File: src/dual_stack_shared_buffer_assert.svh
// ----------------------------------------------------------------------------
// Assertion macros for the dual stack shared buffer.
// Each check is sampled on the rising edge of clk_i and is off during reset.
// ----------------------------------------------------------------------------
`ifndef DUAL_STACK_SHARED_BUFFER_ASSERT_SVH
`define DUAL_STACK_SHARED_BUFFER_ASSERT_SVH

`ifndef SYNTH

// The consequent must hold in the same cycle as the antecedent.
`define DSSB_ASSERT_IMP(label, ante, cons) \
  label: assert property (@(posedge clk_i) disable iff (!rst_ni) (ante) |-> (cons)) \
    else $error("dssb same-cycle check failed");

// The consequent must hold in the cycle after the antecedent.
`define DSSB_ASSERT_NXT(label, ante, cons) \
  label: assert property (@(posedge clk_i) disable iff (!rst_ni) (ante) |=> (cons)) \
    else $error("dssb next-cycle check failed");

`else

`define DSSB_ASSERT_IMP(label, ante, cons)
`define DSSB_ASSERT_NXT(label, ante, cons)

`endif

`endif

File: src/dssb_pkg.sv
// ----------------------------------------------------------------------------
// dssb_pkg
// Types and codes shared by the dual stack shared buffer modules.
// ----------------------------------------------------------------------------
`timescale 1ns / 1ps
`default_nettype none

package dssb_pkg;

  // Operation codes carried by an input item.
  typedef enum logic [1:0] {
    OP_PUSH_LOWER = 2'd0,
    OP_POP_LOWER  = 2'd1,
    OP_PUSH_UPPER = 2'd2,
    OP_POP_UPPER  = 2'd3
  } opcode_e;

  // Status codes carried by a result item.
  typedef enum logic [1:0] {
    ST_DONE  = 2'd0,
    ST_FULL  = 2'd1,
    ST_EMPTY = 2'd2
  } status_e;

  // Controller states.
  typedef enum logic [1:0] {
    S_IDLE = 2'd0,
    S_EXEC = 2'd1,
    S_READ = 2'd2,
    S_RESP = 2'd3
  } state_e;

  localparam int unsigned WordWidth = 32;

  // Value returned by a pop from an empty stack.
  localparam logic [WordWidth-1:0] EmptyWord = '1;

  typedef struct packed {
    opcode_e                     opcode;
    logic signed [WordWidth-1:0] push_value;
  } in_item_t;

  typedef struct packed {
    logic signed [WordWidth-1:0] pop_value;
    status_e                     status;
  } out_item_t;

  // Commands from the controller to the datapath.
  typedef struct packed {
    logic capture;    // Latch the accepted item.
    logic exec;       // Run the latched operation.
    logic load_read;  // Take the memory read data as the result.
  } dp_cmd_t;

  // Status from the datapath to the controller.
  typedef struct packed {
    logic need_read;  // The latched operation is a pop from a non-empty stack.
  } dp_status_t;

endpackage

`default_nettype wire

File: src/dssb_ctrl.sv
// ----------------------------------------------------------------------------
// dssb_ctrl
// Controller state machine: sequences one item through execute, a read state
// for pops that read the buffer, and response.
// ----------------------------------------------------------------------------
`timescale 1ns / 1ps
`default_nettype none

module dssb_ctrl (
  input  wire logic                 clk_i,
  input  wire logic                 rst_ni,
  input  wire logic                 in_valid_i,
  input  wire logic                 out_ready_i,
  input  wire dssb_pkg::dp_status_t status_i,
  output      logic                 in_ready_o,
  output      logic                 out_valid_o,
  output      dssb_pkg::dp_cmd_t    cmd_o
);

  dssb_pkg::state_e state_q, state_d;
  logic             accept;

  // A new item is taken when idle, or as the pending result leaves.
  assign in_ready_o = (state_q == dssb_pkg::S_IDLE) ||
                      ((state_q == dssb_pkg::S_RESP) && out_ready_i);
  assign accept     = in_valid_i && in_ready_o;

  // Next state.
  always_comb begin
    state_d = state_q;
    case (state_q)
      dssb_pkg::S_IDLE: begin
        if (accept) state_d = dssb_pkg::S_EXEC;
      end
      dssb_pkg::S_EXEC: begin
        state_d = status_i.need_read ? dssb_pkg::S_READ : dssb_pkg::S_RESP;
      end
      dssb_pkg::S_READ: begin
        state_d = dssb_pkg::S_RESP;
      end
      dssb_pkg::S_RESP: begin
        if (out_ready_i) begin
          state_d = accept ? dssb_pkg::S_EXEC : dssb_pkg::S_IDLE;
        end
      end
      default: begin
        state_d = dssb_pkg::S_IDLE;
      end
    endcase
  end

  // Outputs.
  always_comb begin
    cmd_o       = '0;
    out_valid_o = 1'b0;
    cmd_o.capture = accept;
    case (state_q)
      dssb_pkg::S_EXEC: cmd_o.exec      = 1'b1;
      dssb_pkg::S_READ: cmd_o.load_read = 1'b1;
      dssb_pkg::S_RESP: out_valid_o     = 1'b1;
      default: begin
        out_valid_o = 1'b0;
      end
    endcase
  end

  // State register.
  always_ff @(posedge clk_i or negedge rst_ni) begin
    if (!rst_ni) begin
      state_q <= dssb_pkg::S_IDLE;
    end else begin
      state_q <= state_d;
    end
  end

endmodule

`default_nettype wire

File: config.mk
export PLATFORM = sky130hd
export DESIGN_NAME = dssb_ctrl
export DESIGN_NICKNAME = d
export VERILOG_FILES = /design/src/dual_stack_shared_buffer_assert.svh /design/src/dssb_pkg.sv /design/src/dssb_ctrl.sv
export SDC_FILE = /design/constraint.sdc
export NUM_CORES = 1
export LEC_CHECK = 0
export ABC_AREA = 1
export BUFFER_PORTS_ARGS = -buffer_cell sky130_fd_sc_hd__buf_2
export CAP_MARGIN = 20
export CORE_AREA = 2 2 39 41
export CTS_BUF_LIST = sky130_fd_sc_hd__clkbuf_8 sky130_fd_sc_hd__clkbuf_16
export DETAILED_ROUTE_END_ITERATION = 6
export DIE_AREA = 0 0 41 43
export GPL_TIMING_DRIVEN = 0
export SLEW_MARGIN = 20
export SYNTH_ARGS = -nofsm -noshare
export SYNTH_HDL_FRONTEND = slang
export SYNTH_SLANG_ARGS = --single-unit
File: constraint.sdc
create_clock -name clk_i -period 1.1 [get_ports clk_i]
set_input_delay 0.22 -clock clk_i [delete_from_list [all_inputs] [get_ports clk_i]]
set_output_delay 0.22 -clock clk_i [all_outputs]
set_load 0.005 [all_outputs]
* Yosys cells after proc, flatten, opt, wreduce, memory -nomap -nowiden *
Cells that the tools add are included.

word-level totals
  output and inout bits = 5
  input port bits = 5
  word-level logic and storage cells = 19
  bits in registers = 2

operators by class
  mux-type cells = 8
  reduce and logical (&&, ||, !) cells = 5
  equal/unequal tests = 5

operator list
  kind                number
  $pmux 2 s4          1
  $mux 1              5
  $eq 2x2->1 const B  2
  $mux 2              2
  $ne 2x2->1 const B  2
  $eq 2x1->1 const B  1
  $logic_and 1x1->1   2
  $logic_not 2->1     1
  $reduce_and 2->1    1
  $logic_or 1x1->1    1

* Logic depth before layout (Yosys ltp) *
  word-level depth = 7
  mapped depth = 6
  depth with buffers taken out = 6

* Worst setup path before layout *
Ideal clock, no wire load.

  path kind = reg2out
  start point = register state_q[0]
  end point = output port cmd_o[2] (netlist bit)
  path buffers = 1
  data arrival time = 938 ps
  data required time = 880 ps
  path slack = -58 ps
  cell stages (with the launch flop) = 6
  path through = dfrtp_1 > inv_1 > ha_1 > inv_1 > a21oi_1 > buf_4

on the way
  longest elaborated chain between the ends = 4
  elaborated cells on any way between the ends = 5
  classes of those cells = 1 x eq/ne; 4 x reduce/logical

ends and longest elaborated chain
  element                   RTL line         RTL
  start: declaration        dssb_ctrl.sv:20  dssb_pkg::state_e state_q, state_d;
  start signal: assignment  dssb_ctrl.sv:70  state_q <= dssb_pkg::S_IDLE;
  start signal: assignment  dssb_ctrl.sv:72  state_q <= state_d;
  $eq 2x2->1                dssb_ctrl.sv:25  ((state_q == dssb_pkg::S_RESP) && out_ready_i);
  $logic_and 1x1->1         dssb_ctrl.sv:25
  $logic_or 1x1->1 *        dssb_ctrl.sv:24  assign in_ready_o = (state_q == dssb_pkg::S_IDLE) ||
  $logic_and 1x1->1 *       dssb_ctrl.sv:26  assign accept = in_valid_i && in_ready_o;
  end: declaration          dssb_ctrl.sv:17  output dssb_pkg::dp_cmd_t cmd_o

Every way passes the cells marked *; elsewhere a longest branch is shown, timed or not.

* Final worst setup path *
  start point = register state_q[1]
  end point = output port cmd_o[2] (netlist bit)

The elaborated chain is that of the path after synthesis.

==> results_dict.tcl <==
set metrics [dict create \
    violations "setup timing" \
    cp_common_cell "inv_2" \
    final_common_cell "buf_2" \
    comb_power_share_pct 62.9 \
    synth_fp_nets 39 \
    largest_reg_flops 2 \
    initialDrtViolationCount 0 \
    relSlewSlack_pct 89.05 \
    reg2reg_slack_ns -0.12 \
    power.net_switching_uw 475.7 \
    vias 230 \
    clock_latency_ns 0.21 \
    place_ws_ns -0.1553 \
    drt_first_pass_iters 1 \
    avgSynthCellArea_sq_um 7.464 \
    cts.clk_slew.worst_paths_ns 0.03 \
    crit_path_max_fanout 3 \
    cts_buffer_depth 2 \
    switching_share_pct 38.37 \
    synth-xor-area-share_pct 0 \
    synth_top_family_by_area "adder cells" \
    dieArea_sq_um 1763 \
    seq_area_frac_synth_pct 23.12 \
    cpLargestDelayFamily "flip-flops" \
    critical_path_class "flip-flop to primary output" \
    fin_area_sq_um 409.1 \
    power_frac_seq_pct 14.1 \
    cts.sinks 2 \
    syn_to_final_growth_pct 89.02 \
    tightest_slew_ns 0.1643 \
    grt_max_degree 5 \
    port_buffers 9 \
    dpl.hpwl_microns 360.1 \
    syn_area_sq_um 216.5 \
    crit_required_ns 0.88 \
    max_freq_ghz 0.7450 \
    grt.total_usage_pct 7.932 \
    antenna_found_initial 0 \
    grt_pass1_vias 252 \
    regToRegStartpoint "state_q[1]" \
    grt_pass1_wl_microns 883 \
    finalHoldViolations 0 \
    setup_violations 6 \
    top_regs "state_q x2" \
    place_area_sq_um 312.8 \
    drive_gt1_share_pct 66.67 \
    rr_endpoint "state_q[0]" \
    powerDensity_nw_per_um2 3030 \
    htree_levels 1 \
    critPathCaptureType "primary output" \
    final_cell_mix "buf_2, nand2_1, buf_4" \
    cp_slowest_cell "dfrtp_1" \
    die_w_microns 41 \
    critPathLaunchType "flip-flop" \
    p_leak_nw 0.2061 \
    top_register "state_q" \
    synth-simple-area-share_pct 23.12 \
    synth_compound_area_share_pct 10.98 \
    outcome "complete, but fails checks" \
    wire_per_inst_microns 8.656 \
    p_int_uw 764.0 \
    clock-root-buffer "clkbuf_8" \
    synthCells 29 \
    cts_tree "yes" \
    core_sq_um 1384 \
    crit_arrival_ns 1.12 \
    ir_drop_v 0.001009 \
    die_h_microns 43 \
    finalCritPeriodShare_pct 122.0 \
    place.gp.congestion 0.6618 \
    finalWorstSetupSlack_ns -0.2422 \
    start_util_pct 15.64 \
    num_rows 14 \
    maxSlewViolCount 0 \
    routed_wirelength_microns 528 \
    setup.worst_path.start "state_q[1]" \
    n_antenna_cell 0 \
    p_clk_share_pct 23.0 \
    crit_chain "inv_2, ha_4, inv_2, a21oi_2, buf_2" \
    synthAdderAreaFrac_pct 28.90 \
    crit_buf_inv 3 \
    ant_nets 0 \
    drcViolationCount 0 \
    rsz0062_at_grt "true" \
    utilization_pct 29.57 \
    hold_path.class "input pin to flip-flop" \
    ys_ff_latch 2 \
    ys_types 10 \
    synthMuxAreaShare_pct 0 \
    cts_buffers 3 \
    fin_setup_tns_ns -1.042 \
    ys.warnings.count 0 \
    nets 57 \
    rr_worst_depth 7 \
    dp.cells 54 \
    cp-endpoint "cmd_o[2]" \
    critPathMaxStageDelay_ns 0.41 \
    fin_cells 61 \
    maxCapViolCount 0 \
    fin_crit_ns 1.342 \
    fin_skew_ns 0.0007375 \
    cp_num_cells 5 \
    via_per_inst 3.770 \
    io_pins 10 \
    grt_remaining_overflow 0 \
]
[worst min-delay path by stage]
| stage | from | end | slack [ns] | cells past startpoint |
|---|---|---|---|---|
| 2_1_floorplan | rst_ni | state_q[0] | -0.08 | 0 |
| 3_3_place_gp | rst_ni | state_q[0] | 0.007 | 1 |
| 3_5_place_dp | rst_ni | state_q[1] | 0.009 | 1 |
| 4_1_cts | in_valid_i | state_q[0] | 0.31 | 3 |
| 5_1_grt | in_valid_i | state_q[0] | 0.32 | 3 |
| 6_report | in_valid_i | state_q[0] | 0.31 | 3 |
[cell usage after synthesis (all sizes together)]
cell type | count | area share [%]
buf | 1 | 3.5
a21oi | 4 | 11
dfrtp | 2 | 23
nand2 | 7 | 16
nor2 | 3 | 5.2
ha | 5 | 29
nand3 | 1 | 2.3
inv | 6 | 10
[cells by family (layout without fill, tap and decap cells)]
logic type,count (synthesis),count (layout)
fa+ha+maj,5,5
simple gates,11,11
flops,2,2
compound gates,4,4
buf+inv,7,23
[layer usage]
layer	track usage [%]	wire length, microns	vias to the layer above
met5	0	0	-
met2	14.06	330	5
met1	6.109	175	106
met4	8.000	0	0
met3	1.571	23	0
li1	-	-	119
[power by group through the flow]
stage	Clock (mW)	Sequential, mW	Combinational [mW]
final	0.286	0.175	0.779
after global routing	0.299	0.179	0.897
after CTS	0.298	0.176	0.751
after detailed placement	0	0.183	0.586
after global placement	0	0.180	0.574
after floorplan	0	0.170	0.436
[stage by stage]
stage          hold slack (ns)  total power [mW]
3_3_place_gp          0.006624            0.7535
3_5_place_dp          0.008788            0.7686
2_1_floorplan         -0.07559            0.6055
4_1_cts                 0.3091             1.224
5_1_grt                 0.3213             1.376
6_report                0.3085             1.240
[what timing repair did]
item | CTS | global route
setup buffers | 4 | 0
pin swaps | 4 | 2
hold buffers | 1 | 0
endpoints found under the setup margin | 7 | 7
resized for setup | 4 | 1
endpoints found under the hold margin | 2 | 0
[worst reg2reg max path, delay by kind of cell, from the launching register on]
kind / cells / cell delay, ns
flip-flops: 1 / 0.40
AND/OR/NAND/NOR: 3 / 0.25
buffers and inverters: 2 / 0.23
adder cells (fa/ha/maj): 1 / 0.16
AO/OA/AOI/OAI: 1 / 0.07
[cell type report]
| class | instances | area (sq um) |
|---|---|---|
| clock buffers | 3 | 41.29 |
| well taps | 16 | 20.02 |
| repair buffers | 14 | 91.34 |
| flip-flops and latches | 2 | 51.30 |
| inverters | 6 | 22.52 |
| fillers | 153 | 974.7 |
| multi-input cells | 20 | 182.7 |
(Power assumes the default switching activity.)
